==> src/hw/rtl/ps2kmc_pkg.sv <==
package ps2kmc_pkg;

  // Queue sizes and the pointer and count widths they imply
  localparam int KBD_FIFO_DEPTH = 16;
  localparam int AUX_FIFO_DEPTH = 16;
  localparam int KBD_AW = $clog2(KBD_FIFO_DEPTH);
  localparam int AUX_AW = $clog2(AUX_FIFO_DEPTH);
  localparam int KBD_CW = $clog2(KBD_FIFO_DEPTH + 1);
  localparam int AUX_CW = $clog2(AUX_FIFO_DEPTH + 1);

  // Bus operations
  typedef enum logic [2:0] {
    OP_READ_STATUS = 3'd0,
    OP_READ_DATA   = 3'd1,
    OP_WRITE_DATA  = 3'd2,
    OP_WRITE_CMD   = 3'd3,
    OP_PUSH_KBD    = 3'd4,
    OP_PUSH_AUX    = 3'd5
  } op_t;

  // What the next data port write means
  typedef enum logic [1:0] {
    PEND_NONE   = 2'd0,
    PEND_CONFIG = 2'd1,
    PEND_AUX    = 2'd2
  } pend_t;

  // Controller commands
  localparam logic [7:0] CMD_READ_CONFIG  = 8'h20;
  localparam logic [7:0] CMD_WRITE_CONFIG = 8'h60;
  localparam logic [7:0] CMD_AUX_DISABLE  = 8'hA7;
  localparam logic [7:0] CMD_AUX_ENABLE   = 8'hA8;
  localparam logic [7:0] CMD_AUX_TEST     = 8'hA9;
  localparam logic [7:0] CMD_SELF_TEST    = 8'hAA;
  localparam logic [7:0] CMD_KBD_TEST     = 8'hAB;
  localparam logic [7:0] CMD_WRITE_AUX    = 8'hD4;

  // Device bytes and replies
  localparam logic [7:0] BYTE_ACK       = 8'hFA;
  localparam logic [7:0] BYTE_BAT_OK    = 8'hAA;
  localparam logic [7:0] BYTE_SELF_OK   = 8'h55;
  localparam logic [7:0] BYTE_TEST_OK   = 8'h00;
  localparam logic [7:0] BYTE_DEV_RESET = 8'hFF;
  localparam logic [7:0] CFG_AUX_OFF    = 8'h20;

  // Status byte bits
  localparam logic [7:0] STAT_OBF  = 8'h01;
  localparam logic [7:0] STAT_SYS  = 8'h04;
  localparam logic [7:0] STAT_AUXB = 8'h20;

  // Decoded actions for one request
  typedef struct packed {
    logic       rd_status;
    logic       rd_data;
    logic       refill;
    logic       kbd_push;
    logic       kbd_push2;
    logic [7:0] kbd_byte;
    logic       aux_push;
    logic [7:0] aux_byte;
    logic       pend_we;
    pend_t      pend_next;
    logic       cfg_we;
    logic [7:0] cfg_next;
  } dec_t;

endpackage

==> src/hw/rtl/ps2kmc_decode.sv <==
module ps2kmc_decode import ps2kmc_pkg::*; (
  input  logic [2:0] op,
  input  logic [7:0] wdata,
  input  pend_t      pending_code,
  input  logic [7:0] ctrl_config,
  output dec_t       dec
);

  // Turn one bus operation into queue, buffer and register actions
  always_comb begin
    dec           = '0;
    dec.pend_next = PEND_NONE;
    dec.kbd_byte  = BYTE_ACK;
    dec.aux_byte  = BYTE_ACK;
    dec.cfg_next  = ctrl_config;
    unique case (op_t'(op))
      OP_READ_STATUS: dec.rd_status = 1'b1;
      OP_READ_DATA: begin
        dec.rd_data = 1'b1;
        dec.refill  = 1'b1;
      end
      OP_WRITE_DATA: begin
        unique case (pending_code)
          PEND_CONFIG: begin
            dec.cfg_we   = 1'b1;
            dec.cfg_next = wdata;
            dec.pend_we  = 1'b1;
          end
          PEND_AUX: begin
            dec.pend_we  = 1'b1;
            dec.aux_push = 1'b1;
            dec.refill   = 1'b1;
          end
          default: begin
            // keyboard acks; a device reset also reports self-test passed
            dec.kbd_push  = 1'b1;
            dec.kbd_push2 = (wdata == BYTE_DEV_RESET);
            dec.refill    = 1'b1;
          end
        endcase
      end
      OP_WRITE_CMD: begin
        unique case (wdata)
          CMD_READ_CONFIG: begin
            dec.kbd_push = 1'b1;
            dec.kbd_byte = ctrl_config;
            dec.refill   = 1'b1;
          end
          CMD_WRITE_CONFIG: begin
            dec.pend_we   = 1'b1;
            dec.pend_next = PEND_CONFIG;
          end
          CMD_AUX_DISABLE: begin
            dec.cfg_we   = 1'b1;
            dec.cfg_next = ctrl_config | CFG_AUX_OFF;
          end
          CMD_AUX_ENABLE: begin
            dec.cfg_we   = 1'b1;
            dec.cfg_next = ctrl_config & ~CFG_AUX_OFF;
          end
          CMD_SELF_TEST: begin
            dec.kbd_push = 1'b1;
            dec.kbd_byte = BYTE_SELF_OK;
            dec.refill   = 1'b1;
          end
          CMD_AUX_TEST, CMD_KBD_TEST: begin
            dec.kbd_push = 1'b1;
            dec.kbd_byte = BYTE_TEST_OK;
            dec.refill   = 1'b1;
          end
          CMD_WRITE_AUX: begin
            dec.pend_we   = 1'b1;
            dec.pend_next = PEND_AUX;
          end
          default: ;
        endcase
      end
      OP_PUSH_KBD: begin
        dec.kbd_push = 1'b1;
        dec.kbd_byte = wdata;
        dec.refill   = 1'b1;
      end
      OP_PUSH_AUX: begin
        dec.aux_push = 1'b1;
        dec.aux_byte = wdata;
        dec.refill   = 1'b1;
      end
      default: ;
    endcase
  end

endmodule

==> src/hw/rtl/ps2_keyboard_mouse_controller.sv <==
// A request passes through the request register, then the result register,
// before its result is valid.
// Throughput: one request per cycle while res_stall does not hold it back; the
// queue update and buffer refill for a request complete in the cycle it leaves the request register.
// Reset (rst, synchronous): buffer empty, queues empty, config and pending
// command cleared, both pipeline stages empty.
module ps2_keyboard_mouse_controller import ps2kmc_pkg::*; (
  input  logic       clk,
  input  logic       rst,
  input  logic       req_valid,
  output logic       req_stall,
  input  logic [2:0] op,
  input  logic [7:0] wdata,
  output logic       res_valid,
  input  logic       res_stall,
  output logic [7:0] rdata,
  output logic       irq_kbd,
  output logic       irq_aux
);

  function automatic logic [KBD_AW-1:0] kbd_inc(input logic [KBD_AW-1:0] p);
    kbd_inc = (p == KBD_AW'(KBD_FIFO_DEPTH - 1)) ? '0 : p + KBD_AW'(1);
  endfunction

  function automatic logic [AUX_AW-1:0] aux_inc(input logic [AUX_AW-1:0] p);
    aux_inc = (p == AUX_AW'(AUX_FIFO_DEPTH - 1)) ? '0 : p + AUX_AW'(1);
  endfunction

  // Request register
  logic       s1_valid;
  logic [2:0] s1_op;
  logic [7:0] s1_wdata;
  logic       s1_move;

  // Controller state
  logic [7:0]        out_byte;
  logic              out_full;
  logic              out_from_aux;
  pend_t             pending_code;
  logic [7:0]        ctrl_config;
  logic [7:0]        kbd_fifo [KBD_FIFO_DEPTH];
  logic [7:0]        aux_fifo [AUX_FIFO_DEPTH];
  logic [KBD_CW-1:0] kbd_count, kbd_count_next;
  logic [AUX_CW-1:0] aux_count, aux_count_next;
  logic [KBD_AW-1:0] kbd_head, kbd_tail, kbd_tail_next, kbd_tail1;
  logic [AUX_AW-1:0] aux_head, aux_tail;

  dec_t       dec;
  logic       kbd_p0, kbd_p1, aux_p0;
  logic       kbd_avail, aux_avail, full_mid, refill_ok, kbd_pop, aux_pop;
  logic [7:0] kbd_front, aux_front, status, rdata_next;

  // Advance the request register when the result slot is free or drains
  assign s1_move   = s1_valid && (!res_valid || !res_stall);
  assign req_stall = s1_valid && !s1_move;

  always_ff @(posedge clk) begin
    if (rst) begin
      s1_valid <= 1'b0;
    end else begin
      s1_valid <= (req_valid && !req_stall) || (s1_valid && !s1_move);
    end
    if (req_valid && !req_stall) begin
      s1_op    <= op;
      s1_wdata <= wdata;
    end
  end

  ps2kmc_decode u_decode (
    .op          (s1_op),
    .wdata       (s1_wdata),
    .pending_code(pending_code),
    .ctrl_config (ctrl_config),
    .dec         (dec)
  );

  // Pushes; a second keyboard byte needs room after the first
  assign kbd_p0    = dec.kbd_push && (kbd_count != KBD_CW'(KBD_FIFO_DEPTH));
  assign kbd_p1    = dec.kbd_push2 && kbd_p0 &&
                     (kbd_count != KBD_CW'(KBD_FIFO_DEPTH - 1));
  assign aux_p0    = dec.aux_push && (aux_count != AUX_CW'(AUX_FIFO_DEPTH));
  assign kbd_tail1 = kbd_inc(kbd_tail);
  assign kbd_tail_next = kbd_p1 ? kbd_inc(kbd_tail1) : (kbd_p0 ? kbd_tail1 : kbd_tail);

  // Refill the buffer, keyboard first; bypass a byte pushed into an empty queue
  assign kbd_avail = (kbd_count != '0) || kbd_p0;
  assign aux_avail = (aux_count != '0) || aux_p0;
  assign full_mid  = out_full && !dec.rd_data;
  assign refill_ok = dec.refill && !full_mid;
  assign kbd_pop   = refill_ok && kbd_avail;
  assign aux_pop   = refill_ok && !kbd_avail && aux_avail;
  assign kbd_front = (kbd_count == '0) ? dec.kbd_byte : kbd_fifo[kbd_head];
  assign aux_front = (aux_count == '0) ? dec.aux_byte : aux_fifo[aux_head];

  assign kbd_count_next = kbd_count + KBD_CW'(kbd_p0) + KBD_CW'(kbd_p1) - KBD_CW'(kbd_pop);
  assign aux_count_next = aux_count + AUX_CW'(aux_p0) - AUX_CW'(aux_pop);

  // Status and read data as they stand before this request
  assign status = STAT_SYS | (out_full ? STAT_OBF : 8'h00) |
                  (out_from_aux ? STAT_AUXB : 8'h00);
  assign rdata_next = dec.rd_status ? status : (dec.rd_data ? out_byte : 8'h00);

  // Update controller state once per request
  always_ff @(posedge clk) begin
    if (rst) begin
      out_byte     <= 8'h00;
      out_full     <= 1'b0;
      out_from_aux <= 1'b0;
      pending_code <= PEND_NONE;
      ctrl_config  <= 8'h00;
      kbd_count    <= '0;
      aux_count    <= '0;
      kbd_head     <= '0;
      kbd_tail     <= '0;
      aux_head     <= '0;
      aux_tail     <= '0;
    end else if (s1_move) begin
      out_full  <= full_mid || kbd_pop || aux_pop;
      kbd_count <= kbd_count_next;
      aux_count <= aux_count_next;
      kbd_tail  <= kbd_tail_next;
      if (aux_p0) aux_tail <= aux_inc(aux_tail);
      if (dec.pend_we) pending_code <= dec.pend_next;
      if (dec.cfg_we) ctrl_config <= dec.cfg_next;
      if (kbd_pop) begin
        out_byte     <= kbd_front;
        out_from_aux <= 1'b0;
        kbd_head     <= kbd_inc(kbd_head);
      end else if (aux_pop) begin
        out_byte     <= aux_front;
        out_from_aux <= 1'b1;
        aux_head     <= aux_inc(aux_head);
      end
    end
  end

  // Queue storage
  always_ff @(posedge clk) begin
    if (s1_move) begin
      if (kbd_p0) kbd_fifo[kbd_tail] <= dec.kbd_byte;
      if (kbd_p1) kbd_fifo[kbd_tail1] <= BYTE_BAT_OK;
      if (aux_p0) aux_fifo[aux_tail] <= dec.aux_byte;
    end
  end

  // Result register
  always_ff @(posedge clk) begin
    if (rst) begin
      res_valid <= 1'b0;
    end else begin
      res_valid <= s1_move || (res_valid && res_stall);
    end
    if (s1_move) begin
      rdata   <= rdata_next;
      irq_kbd <= kbd_pop;
      irq_aux <= aux_pop;
    end
  end

  // Checks
  a_kbd_bound: assert property (@(posedge clk) disable iff (rst)
    kbd_count <= KBD_CW'(KBD_FIFO_DEPTH))
    else $error("keyboard queue count exceeds depth");

  a_irq_excl: assert property (@(posedge clk) disable iff (rst)
    res_valid |-> !(irq_kbd && irq_aux))
    else $error("both interrupts in one result");

  a_irq_full: assert property (@(posedge clk) disable iff (rst)
    (res_valid && (irq_kbd || irq_aux)) |-> out_full)
    else $error("interrupt without a full output buffer");

  a_hold_state: assert property (@(posedge clk) disable iff (rst)
    (!s1_move && !$past(rst)) |=> ($stable(kbd_count) && $stable(aux_count)))
    else $error("queue count changed with no request processed");

endmodule
==> config.mk <==
export PLATFORM = sky130hd
export DESIGN_NAME = ps2_keyboard_mouse_controller
export DESIGN_NICKNAME = d
export VERILOG_FILES = /design/src/hw/rtl/ps2kmc_pkg.sv /design/src/hw/rtl/ps2kmc_decode.sv /design/src/hw/rtl/ps2_keyboard_mouse_controller.sv
export SDC_FILE = /design/constraint.sdc
export NUM_CORES = 1
export LEC_CHECK = 0
export ABC_AREA = 1
export BUFFER_PORTS_ARGS = -buffer_cell sky130_fd_sc_hd__buf_2
export CAP_MARGIN = 20
export CORE_MARGIN = 5
export CORE_UTILIZATION = 30
export DETAILED_ROUTE_END_ITERATION = 16
export SYNTH_ARGS = -nofsm -noshare
export SYNTH_HDL_FRONTEND = slang
export SYNTH_HIERARCHICAL = 1
export SYNTH_SLANG_ARGS = --single-unit
==> constraint.sdc <==
create_clock -name clk -period 4.1 [get_ports clk]
set_clock_uncertainty 0.05 [all_clocks]
set_input_delay 0.41 -clock clk [delete_from_list [all_inputs] [get_ports clk]]
set_output_delay 0.41 -clock clk [all_outputs]
set_load 0.02 [all_outputs]
# Word level (Yosys, flattened, before mapping)
# Memory sizes are Yosys's and may differ from the RTL's. A register that Yosys moved wholly into a read port is not among the register bits.
# Cells that the tools add are included.
# word_totals
latchBits,0
input_bits,15
n_memories,2
ram_bits,256
romBits,0
output_inout_bits,12
wordCells,157
regBits,69
# op_classes
n_mul,0
bitwise_logic,3
n_addsub,10
n_eq_ne,26
mux,50
reduce_logical,47
div_mod_pow,0
n_lt_le_gt_ge,0
shift,0
# mem_list
memory,depth,width,read_ports,rd_clocked_by_memory_dff,wr,line_no,text
aux_fifo,16,8,1,1,1,ps2_keyboard_mouse_controller.sv:42,logic [7:0] aux_fifo [AUX_FIFO_DEPTH];
kbd_fifo,16,8,1,1,2,ps2_keyboard_mouse_controller.sv:41,logic [7:0] kbd_fifo [KBD_FIFO_DEPTH];
# ops
operator,count
equality test 8 bit (second input constant),7
2-to-1 mux 8 bit,7
2-to-1 mux 4 bit,11
one-hot mux 9 bit (2 select lines),2
one-hot mux 8 bit (3 select lines),1
adder 4 x 1 -> 4 bit (second input constant),5
equality test 4 bit (second input constant),5
2-to-1 mux 1 bit,18
one-hot mux 8 bit (2 select lines),1
adder 5 x 1 -> 5 bit,3
logical AND 1 bit,13
logical NOT 5 bit,2
!= test 5 bit (second input constant),2
AND reduction 2 bit,5
AND reduction 5 bit,2
nonzero test 5 bit,2
subtractor 5 x 1 -> 5 bit,2
2-to-1 mux 9 bit,1
equality test 8 x 6 -> 1 bit (second input constant),1
equality test 8 x 7 -> 1 bit (second input constant),1
logical NOT 1 bit,7
logical OR 1 bit,7
equality test 3 x 2 -> 1 bit (second input constant),2
equality test 3 bit (second input constant),2
other kinds (19),27

# Logic depth before layout (Yosys ltp)
# logic_depth
depth_word,12
ltp_mapped,20
ltp_nobuf,20

# Cells and area by module
# The synthesis kept the hierarchy.
# by_module_without_submodules
module,seq_area_each_um2,area_per_inst_um2,cells_per_inst,instances
ps2_keyboard_mouse_controller,8157.8,15591.2,1897,1
ps2kmc_decode,0.0,654.4,127,1

# Least setup slack after synthesis
# No wires, ideal clock.
# synth_timing
kind,reg2reg
start,reg s1_wdata[2]
end,reg kbd_count[4]
stages_incl_launch_ff,18
period_less_slack_ns,3.289
required_time_ns,3.918
setup_ns,0.132
slack_ns,0.811
n_path_buf,0
t_arrival_ns,3.107
path_cell_list,edfxtp_1 -> inv_1 -> nand2_2 -> nor2_4 -> nand2_2 -> nand2_2 -> nand2_1 -> o211ai_1 -> a21boi_2 -> nand2_2 -> inv_2 -> ha_1 -> fa_1 -> fa_1 -> o21a_1 -> xor2_1 -> nand2_1 -> a21oi_1
# synth_lines
element,line_no,text
from (decl),ps2_keyboard_mouse_controller.sv:32,logic [7:0] s1_wdata;
from (signal assigned),ps2_keyboard_mouse_controller.sv:65,s1_wdata <= wdata;
to (signal assigned),ps2_keyboard_mouse_controller.sv:119,kbd_count <= kbd_count_next;
to (decl),ps2_keyboard_mouse_controller.sv:43,"logic [KBD_CW-1:0] kbd_count, kbd_count_next;"

==> impl_metrics.tcl <==
set metrics [dict create \
    portBuffers 26 \
    clock-sinks 333 \
    cp-start-kind "flip-flop" \
    cp.required_ns 4.44 \
    fin_area_um2 18300 \
    period_share_pct 90.8 \
    worst_pin_slew_ns 1.04 \
    reg2reg_to "kbd_count[4]$_SDFFE_PP0P_" \
    cts_root_buf "clkbuf_16" \
    synth_edf_count 149 \
    final-setup-viol-count 0 \
    report.final.slew_viol_count 0 \
    slowest_stage "fa_1" \
    netlist_area_um2 16200 \
    irDropWorstVdd_mv 0.309 \
    cts_buffers 38 \
    grt_setup_unrepaired "no" \
    status "finished clean" \
    hpwl_mm 28.8 \
    cts_tree "yes" \
    cts-htree-levels 2 \
    hold_viol 0 \
    crit_buf_inv 2 \
    synth_seq_cells 333 \
    syn-instance-count 2024 \
    hold_end "s1_wdata[0]$_DFFE_PP_" \
    clock_latency_ns 0.55 \
    layout-drive-gt1-share_pct 8.54 \
    cp_data_arrival_time_ns 4.06 \
    drc 0 \
    drt-vias-per-instance 4.80 \
    hold_depth 1 \
    grt_max_degree 65 \
    cp_max_fo 11 \
    wl_mm 43.8 \
    netlist.area_leader.share_pct 27.5 \
    grt_first_pass_wirelength_mm 69.8 \
    nFillCells 5429 \
    gr-total-overflow 0 \
    whs_ns 0.0209 \
    start_util_pct 30.2 \
    area_growth_pct 12.4 \
    syn_avg_cell_area_um2 8.03 \
    avgRoutedWirePerCell_um 15.9 \
    postRouteAntennaNets 0 \
    fin_nets 2076 \
    critPathTopFamily "adder cells" \
    critPathCaptureType "flip-flop" \
    critPathKind "flip-flop to flip-flop" \
    placed_area_um2 17000 \
    dieArea_um2 58900 \
    clock_path_buffers 3 \
    hp-class "input port to flip-flop" \
    rrSetupSlack_ns 0.38 \
    rows 85 \
    synthArstFlopShare_pct 0 \
    gr-usage-all-layers_pct 14.6 \
    dp.cells 2680 \
    final_util_pct 34.0 \
    diodes 0 \
    syn_nets 2068 \
    r2r-start "s1_wdata[2]$_DFFE_PP_" \
    timing.setup.tns_ns 0 \
    dr_total_vias 13233 \
    synthTopCellsByArea "edfxtp_1 28%, dfxtp_1 23%, nand2_1 14%" \
    yosysTopAreaCell "edfxtp_1" \
    cts_setup_buffers 0 \
    die_w_um 243 \
    ioPinCount 27 \
    ys.flop_type "dfxtp_1" \
    drt_iter0_markers 1149 \
    grt_pass1_vias 12694 \
    die_h_um 243 \
    max_cap_violations 0 \
    dr.pass1.iters 7 \
    ys_types 40 \
    cpPeakStageDelay_ns 0.42 \
    path_depth 17 \
    max-slew-margin-rel_pct 30.7 \
    yosysMostFrequentCell "nand2_1" \
    holdCritStartpoint "wdata[0]" \
    fin_crit_ns 3.72 \
    synth_common_cells "588 x nand2_1, 303 x inv_1, 222 x nand3_1" \
    final_cells 2758 \
    antenna_found_initial 0 \
    clk_pin_slew_ns 0.06 \
    gp_congestion 0.898 \
    timing.fmax_ghz 0.269 \
    crit_path_frequent_cell "nand2_2" \
    p_per_area_nw_per_um2 429 \
    leakagePower_nw 7.81 \
    core_area_um2 53700 \
    synth_seq_area_share_pct 50.2 \
    ys_warn_count 6 \
    rr_worst_depth 17 \
    cp_cell_sequence "inv_1 -> nand2_2 -> nor2_4 -> nand2_2 -> nand2_2 -> nand2_1 -> o211ai_1 -> a21boi_2 -> nand2_2 -> inv_2 -> ha_1 -> fa_1 -> fa_1 -> o21a_1 -> xor2_1 -> nand2_1 -> a21oi_1" \
]
==> cells in the final DEF (no fill, tap or decap), drive strengths merged <==
| cell type | instances |
|---|---|
| xnor2 | 3 |
| and3 | 2 |
| nand4 | 7 |
| inv | 319 |
| dfxtp | 184 |
| ha | 26 |
| nand3 | 228 |
| o211ai | 121 |
| edfxtp | 149 |
| xor2 | 10 |
| dlygate4sd3 | 8 |
| bufinv | 2 |
| buf | 45 |
| nand2 | 604 |
| o21bai | 4 |
| nand3b | 2 |
| o21ai | 67 |
| a21oi | 48 |
| clkbuf | 55 |
| fa | 3 |
| o21a | 2 |
| clkinvlp | 2 |
| a31oi | 2 |
| nor3 | 3 |
| nor2 | 149 |
| a21boi | 1 |
| nor4 | 3 |
| clkinv | 13 |
==> per-stage QoR <==
step,total power [mW],worst slack (ns)
4_1_cts,7.90,0.411
3_3_place_gp,4.52,0.513
6_report,7.83,0.379
2_1_floorplan,4.29,0.811
5_1_grt,8.17,0.129
3_5_place_dp,4.54,0.413
==> cell type report <==
class | count | area (um^2) | share of cell area [%]
flip-flops and latches | 333 | 8160 | 44.7
multi-input cells | 1285 | 6430 | 35.2
clock buffers | 55 | 1080 | 5.89
repair buffers | 53 | 365 | 2.00
well taps | 696 | 871 | 4.77
inverters | 321 | 1210 | 6.61
clock inverters | 15 | 153 | 0.836
==> registers in the layout, summed over array words and instances, names as in the netlist, 5 cells and up, named ones only <==
| name | count |
|---|---|
| aux_count | 5 |
| aux_fifo | 128 |
| ctrl_config | 8 |
| kbd_count | 5 |
| kbd_fifo | 128 |
| out_byte | 8 |
| rdata | 8 |
| s1_wdata | 8 |
==> layer usage <==
metal	vias to the layer above	wire [um]	global-route usage [%]
li1	6552	-	-
met1	6209	19900	19.9
met2	380	19600	22.9
met3	92	2740	2.89
met4	0	1480	5.46
met5	-	0	0
==> worst max-delay path by stage <==
stage	startpoint	to
2_1_floorplan	s1_wdata[2]$_DFFE_PP_	kbd_count[4]$_SDFFE_PP0P_
4_1_cts	s1_wdata[7]$_DFFE_PP_	kbd_count[4]$_SDFFE_PP0P_
5_1_grt	s1_wdata[7]$_DFFE_PP_	kbd_count[4]$_SDFFE_PP0P_
6_report	s1_wdata[2]$_DFFE_PP_	kbd_count[4]$_SDFFE_PP0P_
3_3_place_gp	s1_wdata[2]$_DFFE_PP_	kbd_count[4]$_SDFFE_PP0P_
3_5_place_dp	s1_wdata[7]$_DFFE_PP_	kbd_count[4]$_SDFFE_PP0P_
==> power breakdown <==
part / switching (mW) / internal (mW)
logic: 0.566 / 0.273
registers: 0.0671 / 3.58
clock network: 1.38 / 1.96
total: 2.01 / 5.82
==> what timing repair did <==
action                                 4_1_cts  5_1_grt
gates resized for setup                      0        0
endpoints found under the hold margin        8        0
hold buffers                                 8        0
==> logic make-up (layout without fill, tap and decap cells) <==
family,count (synthesis),after routing,synth area share [%]
DFF,333,333,50.2
adders and majority gates,29,29,2.37
and+or+nand+nor,998,998,26.8
buffers and inverters,406,444,10.2
AOI/OAI and AO/OA,245,245,9.70
xor gates and xnor gates,13,13,0.701
No activity file was read; power rests on OpenSTA's default activity.
